[config.mk]
export PLATFORM = sky130hd
export DESIGN_NAME = pmm_ctrl
export DESIGN_NICKNAME = d
export VERILOG_FILES = /design/src/hdl/pmm_pkg.sv /design/src/hdl/pmm_ctrl.sv
export SDC_FILE = /design/constraint.sdc
export NUM_CORES = 1
export LEC_CHECK = 0
export ABC_AREA = 0
export BUFFER_PORTS_ARGS = -buffer_cell sky130_fd_sc_hd__buf_4
export CORE_MARGIN = 5
export CORE_UTILIZATION = 46
export CTS_CLUSTER_SIZE = 8
export DETAILED_ROUTE_END_ITERATION = 6
export GPL_TIMING_DRIVEN = 0
export PLACE_DENSITY_LB_ADDON = 0.15
export SKIP_LAST_GASP = 1
export SLEW_MARGIN = 5
export SYNTH_ARGS = -nofsm -noshare
export SYNTH_HDL_FRONTEND = slang
export SYNTH_SLANG_ARGS = --single-unit
export TNS_END_PERCENT = 20
[constraint.sdc]
create_clock -name i_clk -period 1.8 [get_ports i_clk]
set_input_delay 0 -clock i_clk [delete_from_list [all_inputs] [get_ports i_clk]]
set_output_delay 0 -clock i_clk [all_outputs]
set_load 0.1 [all_outputs]
[src/hdl/pmm_pkg.sv]
// ----------------------------------------------------------------------------
// pmm_pkg
// Shared types and constants of the paged memory manager.
// ----------------------------------------------------------------------------
package pmm_pkg;

    localparam int NUM_PROCS      = 16;
    localparam int PAGES_PER_PROC = 32;
    localparam int NUM_FRAMES     = 256;

    localparam int PID_W    = 4;
    localparam int PAGE_W   = 7;
    localparam int VPAGE_W  = 5;
    localparam int OFFS_W   = 10;
    localparam int FRAME_W  = 8;
    localparam int CNT_W    = 16;
    localparam int VA_W     = 17;
    localparam int COST_W   = 25;
    localparam int ADDR_W   = PID_W + VPAGE_W;
    localparam int DEPTH    = NUM_PROCS * PAGES_PER_PROC;
    localparam int IDX_W    = VPAGE_W + 1;
    localparam int CLR_W    = ADDR_W + 1;
    localparam int FREE_W   = FRAME_W + 1;
    localparam int MWORD_W  = 16;
    localparam int MWORDS   = NUM_FRAMES / MWORD_W;
    localparam int MSEL_W   = 4;
    localparam int MBIT_W   = 4;

    localparam logic [COST_W-1:0] HIT_NS  = COST_W'(10);
    localparam logic [COST_W-1:0] DISK_NS = COST_W'(14000000);

    localparam logic signed [CNT_W-1:0] CNT_MAX = 16'sh7fff;
    localparam logic signed [CNT_W-1:0] CNT_MIN = 16'sh8000;

    typedef enum logic [1:0] {
        OP_READ  = 2'd0,
        OP_WRITE = 2'd1,
        OP_TERM  = 2'd2,
        OP_ALT   = 2'd3
    } t_opcode;

    typedef enum logic [2:0] {
        ST_HIT  = 3'd0,
        ST_FREE = 3'd1,
        ST_REPL = 3'd2,
        ST_SEGV = 3'd3,
        ST_WAIT = 3'd4,
        ST_TERM = 3'd5
    } t_status;

    typedef struct packed {
        logic                     present;
        logic                     dirty;
        logic [FRAME_W-1:0]       frame;
        logic signed [CNT_W-1:0]  cnt;
    } t_entry;

    localparam int ENTRY_W = $bits(t_entry);

    typedef struct packed {
        logic    capture;
        logic    clear;
        logic    lookup;
        logic    hit;
        logic    search;
        logic    release_walk;
        logic    age_walk;
        logic    evict;
        logic    load;
        logic    emit;
        t_status code;
    } t_cmd;

    typedef struct packed {
        logic clear_done;
        logic segv;
        logic term;
        logic present;
        logic free_avail;
        logic found;
        logic walk_done;
        logic have;
        logic out_free;
    } t_stat;

endpackage

[src/hdl/pmm_ctrl.sv]
// ----------------------------------------------------------------------------
// pmm_ctrl
// Request sequencer: lookup, free frame search, release and aging walks.
// ----------------------------------------------------------------------------
module pmm_ctrl (
    input  logic             i_clk,
    input  logic             i_rst_n,
    input  logic             i_req_valid,
    output logic             o_req_ready,
    input  pmm_pkg::t_stat   i_stat,
    output pmm_pkg::t_cmd    o_cmd
);

    typedef enum logic [9:0] {
        S_CLEAR   = 10'b0000000001,
        S_IDLE    = 10'b0000000010,
        S_READ    = 10'b0000000100,
        S_CHECK   = 10'b0000001000,
        S_SEARCH  = 10'b0000010000,
        S_RELEASE = 10'b0000100000,
        S_AGE     = 10'b0001000000,
        S_EVICT   = 10'b0010000000,
        S_LOAD    = 10'b0100000000,
        S_DONE    = 10'b1000000000
    } t_state;

    t_state           r_state, n_state;
    pmm_pkg::t_status r_code, n_code;

    always_ff @(posedge i_clk) begin
        if (!i_rst_n) begin
            r_state <= S_CLEAR;
            r_code  <= pmm_pkg::ST_HIT;
        end else begin
            r_state <= n_state;
            r_code  <= n_code;
        end
    end

    assign o_req_ready = (r_state == S_IDLE);

    always_comb begin
        n_state = r_state;
        n_code  = r_code;
        o_cmd   = '0;
        o_cmd.code = r_code;
        case (r_state)
            S_CLEAR: begin
                o_cmd.clear = 1'b1;
                if (i_stat.clear_done) begin
                    n_state = S_IDLE;
                end
            end
            S_IDLE: begin
                if (i_req_valid) begin
                    o_cmd.capture = 1'b1;
                    n_state = S_READ;
                end
            end
            S_READ: begin
                o_cmd.lookup = 1'b1;
                if (i_stat.segv) begin
                    n_code  = pmm_pkg::ST_SEGV;
                    n_state = S_RELEASE;
                end else if (i_stat.term) begin
                    n_code  = pmm_pkg::ST_TERM;
                    n_state = S_RELEASE;
                end else begin
                    n_state = S_CHECK;
                end
            end
            S_CHECK: begin
                if (i_stat.present) begin
                    o_cmd.hit = 1'b1;
                    n_code  = pmm_pkg::ST_HIT;
                    n_state = S_DONE;
                end else if (i_stat.free_avail) begin
                    n_code  = pmm_pkg::ST_FREE;
                    n_state = S_SEARCH;
                end else begin
                    n_state = S_AGE;
                end
            end
            S_SEARCH: begin
                o_cmd.search = 1'b1;
                if (i_stat.found) begin
                    n_state = S_LOAD;
                end
            end
            S_RELEASE: begin
                o_cmd.release_walk = 1'b1;
                if (i_stat.walk_done) begin
                    n_state = S_DONE;
                end
            end
            S_AGE: begin
                o_cmd.age_walk = 1'b1;
                if (i_stat.walk_done) begin
                    if (i_stat.have) begin
                        n_code  = pmm_pkg::ST_REPL;
                        n_state = S_EVICT;
                    end else begin
                        n_code  = pmm_pkg::ST_WAIT;
                        n_state = S_DONE;
                    end
                end
            end
            S_EVICT: begin
                o_cmd.evict = 1'b1;
                n_state = S_LOAD;
            end
            S_LOAD: begin
                o_cmd.load = 1'b1;
                n_state = S_DONE;
            end
            S_DONE: begin
                if (i_stat.out_free) begin
                    o_cmd.emit = 1'b1;
                    n_state = S_IDLE;
                end
            end
            default: begin
                n_state = S_CLEAR;
            end
        endcase
    end

endmodule

Yosys cells after proc, flatten, opt, wreduce, memory -nomap -nowiden:

Index checks and enable logic that the tools add are counted.

* equality and inequality tests: 18
* reduce and logical (&&, ||, !) cells: 3
* muxes and demuxes: 32

Operator list (count)
* $pmux 10 s10: 1
* $mux 10: 9
* $mux 3: 6
* $mux 1: 13
* $ne 2x2->1 const B: 6
* $eq 10x1->1 const B: 1
* $eq 10x10->1 const B: 1
* $eq 10x2->1 const B: 1
* $eq 10x3->1 const B: 1
* $eq 10x4->1 const B: 1
* $eq 10x5->1 const B: 1
* $eq 10x6->1 const B: 1
* $eq 10x7->1 const B: 1
* $eq 10x8->1 const B: 1
* $eq 10x9->1 const B: 1
* $pmux 3 s3: 1
* $mux 7: 1
* $mux 6: 1
* $ne 3x3->1 const B: 2
* $reduce_and 6->1: 1
* $reduce_and 4->1: 1
* $reduce_bool 3->1: 1

* output and inout bits: 14
* bits in registers: 13
* logic and storage cells: 55
* input bits: 12

Longest topological paths before layout:

* depth after elaboration: 3
* gate-level depth with buffers: 7
* depth with buffers taken out: 6

Worst setup path before layout:

Ideal clock, no wire load.

* path type: register -> output
* start: register r_state[4]
* end: output port o_cmd[12] (netlist name)
* buffers on the path: 1
* setup slack: -3.405 ns
* stages on the path, launching flop included: 6
* arrival time: 5.205 ns
* cells stage by stage: dfxtp_1 -> buf_6 -> nor4_4 -> nand2_2 -> nor4b_1 -> and2_1

RTL lines
* start: declaration: line pmm_ctrl.sv:27 `t_state r_state, n_state;`
* start signal: assignment: line pmm_ctrl.sv:35 `r_state <= n_state;`
* end: declaration: line pmm_ctrl.sv:11 `output pmm_pkg::t_cmd o_cmd`

Worst setup path after layout:

* start: register r_state[8]
* end: register r_state[1]

* word-level cells in the longest chain between the ends: 3
* elaborated cells between the ends (all ways): 18
* those cells by class: eq/ne (16); mux (1); reduce/logical (1)

Ends and longest elaborated chain
* $eq 10x1->1, or another cell as far along: line pmm_ctrl.sv:47 `case (r_state)`
* $ne 2x2->1 (no line)
* $reduce_and 6->1 (no line)

Parallel ways exist; a longest one is shown, timed or not.
A chain may end at the register's enable or synchronous reset.

==> summary.md <==
| Metric | Value |
|---|---|
| Outcome | `finished with violations` |
| Failing checks | `negative hold slack, negative setup slack` |
| CTS tree | `done` |
| Buffers on Ports | `24` |
| Register area | `between 200 and 300 um2` |
| Final wirelength | `around 2800 um` |
| Period Utilization, post-route | `103%` |
| Die area | `3040 um2` |
| Hold Vio Cnt, Final | `1` |
| Yosys cell types | `just over 40` |
| Final Skew | `roughly 16 ps` |
| Post-route ant nets | `0` |
| Net Sw Frac | `43.4%` |
| TritonCTS Sinks | `13` |
| Gate Count Post-Synth | `~120` |
| Worst EP arrival | `approximately 2100 ps` |
| First drt pass iteration count | `4` |
| P_int | `570 uW` |
| ANT cells | `0` |
| Die Width | `55.2 um` |
| Net Count, Synth | `between 100 and 150` |
| Num CTS Buffers | `3` |
| Pleak | `0.000590 uW` |
| Placed Area | `~1200 um2` |
| Area of the multi-input gates | `732 um2` |
| CP Launch Type | `flip-flop` |
| Setup-failing EPs final | `10` |
| Largest net degree at the start of global routing | `11` |
| Fmax | `0.538 GHz` |
| Initial antenna violation count | `0` |
| Synth warn | `0` |
| H-tree levels | `1` |
| Initial Utilization | `47.8%` |
| Final Critical Period | `~1900 ps` |
| Clock root buffer | `clkbuf_4` |
| Psw | `437 uW` |
| Clk pwr share | `a little under a fifth` |
| Maximum vdd drop | `roughly 0.72 mV` |
| Final setup margin | `-57.2 ps` |
| Area of the core | `1960 um2` |
| Placement Rows | `16` |
| 1st-iter DRT viols | `26` |
| Total congestion overflow | `0` |
| Hold Slack | `-2.95 ps` |
| Vias in the first global route | `1,021` |
| Slew @ Worst Pin | `392 ps` |
| DR WL/cell | `about 15 um` |
| Reg clk slew, reported paths | `90 ps` |
| CTS max path bufs | `2` |
| Max-slew headroom | `73.7%` |
| Clk_lat worst skew | `290 ps` |
| Total number of vias | `1,061` |
| Hold crit path type | `in2reg` |
| Register share of total power | `roughly 34%` |
| Layout cells sized above 1 | `44.2%` |
| WS Path Type | `reg2reg` |
| Slew Limit Fails | `0` |
| WP data required | `2000 ps` |
| Syn-to-layout area delta | `51.1%` |
| DRC viols | `0` |
| Detailed Place HPWL | `1850 um` |
| Post-DR vias/cell | `about 5.8` |
| CP endpoint kind | `flip-flop` |
| Combinational Power Share | `47.3%` |
| Crit Path Max Fanout | `7` |
| RSZ-0062 raised after global routing | `true` |
| Die Y | `around 55 um` |
| # nets final | `between 150 and 200` |
| Post-synthesis sequential area ratio | `27.7%` |
| Synthesized area | `938 um2` |
| Fill cells | `172` |
| GP Congestion | `0.855` |
| Design Area, Final | `around 1400 um2` |
| Yosys reg bits | `13` |
| First-pass GRT wire length | `around 4600 um` |
| Max cap viols | `0` |
| Io pins | `26` |
| Synthesized area per cell | `between 8 and 9 um2` |
| Cell Pwr Density | `711 nW/um2` |
| All-Layer GR Usage | `21.2%` |
## Yosys cell counts
cell / instances / area (um2)
o2bb2ai_1: 2 / 17.5
xnor2_1: 1 / 8.76
nand4b_1: 2 / 17.5
nand2_2: 1 / 6.26
o21ai_0: 3 / 15.0
a221oi_2: 1 / 15.0
mux2i_1: 3 / 30.0
and4_1: 2 / 17.5
nor3_1: 4 / 20.0
buf_1: 1 / 3.75
nor4bb_1: 1 / 10.0
a22o_1: 1 / 8.76
nor4_4: 2 / 42.5
o221ai_1: 1 / 8.76
nor4b_1: 2 / 17.5
and4b_1: 2 / 20.0
inv_1: 8 / 30.0
nor2_1: 15 / 56.3
a21oi_1: 2 / 10.0
clkbuf_1: 2 / 7.51
o31ai_1: 1 / 7.51
nand2b_1: 1 / 6.26
nor2b_1: 8 / 50.1
nor4_1: 3 / 18.8
nand2_1: 7 / 26.3
nor3b_1: 5 / 37.5
a22oi_1: 1 / 7.51
nand3_1: 3 / 15.0
nand4_1: 3 / 18.8
and2_2: 1 / 7.51
o21a_1: 2 / 15.0
o211ai_1: 2 / 15.0
dfxtp_1: 13 / 260
or4_1: 2 / 15.0
a31o_1: 1 / 8.76
and2_1: 2 / 12.5
or4b_2: 1 / 10.0
buf_6: 2 / 22.5
a211oi_1: 1 / 7.51
buf_2: 1 / 5.00
xor2_1: 1 / 8.76
## registers in the layout, summed over array words and instances, names as in the netlist
signal	cells
r_state	10
r_code	3
## worst max-delay path: stages (launching register included)
cell     delay (ps)
dfxtp_1         540
nor4_4           60
buf_4           160
nand3_2         120
o21ai_0         170
or4_4           560
o21ai_0         160
## cell usage in the layout (no fill, tap or decap), types with 3 or more instances in the layout
| cell type | instances |
|---|---|
| nor2_1 | 14 |
| nor2b_1 | 8 |
| nand4_1 | 3 |
| nor3_1 | 3 |
| buf_4 | 31 |
| nor3b_1 | 3 |
| mux2i_1 | 3 |
| dfxtp_1 | 6 |
| nand2_1 | 7 |
| inv_1 | 8 |
| buf_6 | 4 |
| nor4_4 | 3 |
| o21ai_0 | 3 |
| dfxtp_2 | 4 |
| clkbuf_4 | 4 |
| dfxtp_4 | 3 |
## layout make-up
class,count,share of cell area [%]
repair buffers,37,21.4
plain buffers,3,1.15
flip-flops and latches,13,19.5
inverters,8,2.12
clock buffers,4,1.85
well taps,27,2.38
multi-input cells,91,51.6
## path summary, 6_finish.rpt
path                                              start                 endpoint  slack [ps]  cells past startpoint
worst max-delay path            r_state[8]$_SDFFE_PN0P_  r_state[1]$_SDFFE_PN0P_         -60                      6
worst min-delay path                          i_stat[4]  r_state[4]$_SDFFE_PN0P_          -3                      3
worst max register to register  r_state[8]$_SDFFE_PN0P_  r_state[1]$_SDFFE_PN0P_         -60                      6
worst min register to register   r_code[0]$_SDFFE_PN0P_   r_code[0]$_SDFFE_PN0P_         480                      2
## routing by layer
layer	wire length [um]	part of all wire [%]	GRT usage (%)
met4	55	2.0	11.3
met1	1160	42	27.1
met2	1380	50	34.4
met5	0	0	0
met3	166	6.0	2.95
## through the flow
| step | cells | setup WS (ps) | total power, uW | setup TNS (ps) | utilization [%] |
|---|---|---|---|---|---|
| 2_1_floorplan | 117 | -815 | 642 | -6870 | - |
| 3_3_place_gp | 168 | -303 | 724 | -2470 | 61.0 |
| 3_5_place_dp | 168 | -316 | 728 | -2390 | 61.0 |
| 4_1_cts | 182 | -33.6 | 981 | -87.0 | 70.8 |
| 5_1_grt | 183 | -184 | 1050 | -2030 | 72.3 |
| 6_report | 183 | -57.2 | 1010 | -311 | 72.3 |
## power by group through the flow
| stage | logic [uW] | registers [uW] | clock network (uW) |
|---|---|---|---|
| after global routing | 502 | 344 | 205 |
| after global placement | 395 | 329 | 0 |
| after floorplan | 311 | 331 | 0 |
| final | 477 | 341 | 190 |
| after detailed placement | 398 | 330 | 0 |
| after CTS | 453 | 341 | 187 |
## cells by family (layout without fill, tap and decap cells)
group / count (synthesis) / after routing / synth area share [%]
AND/OR/NAND/NOR: 67 / 68 / 45.3
AO/OA/AOI/OAI: 18 / 18 / 14.5
buffers and inverters: 14 / 52 / 7.33
flip-flops: 13 / 13 / 27.7
multiplexers: 3 / 3 / 3.20
XOR/XNOR: 2 / 2 / 1.87
## timing repair
action,4_1_cts,5_1_grt
hold buffers,1,0
gates resized for setup,25,5
gates cloned,1,0
hold endpoints to repair,1,0
setup buffers,11,1
pin swaps,10,2
setup endpoints to repair,21,23
Note: power is estimated with default switching activity, not from simulation.
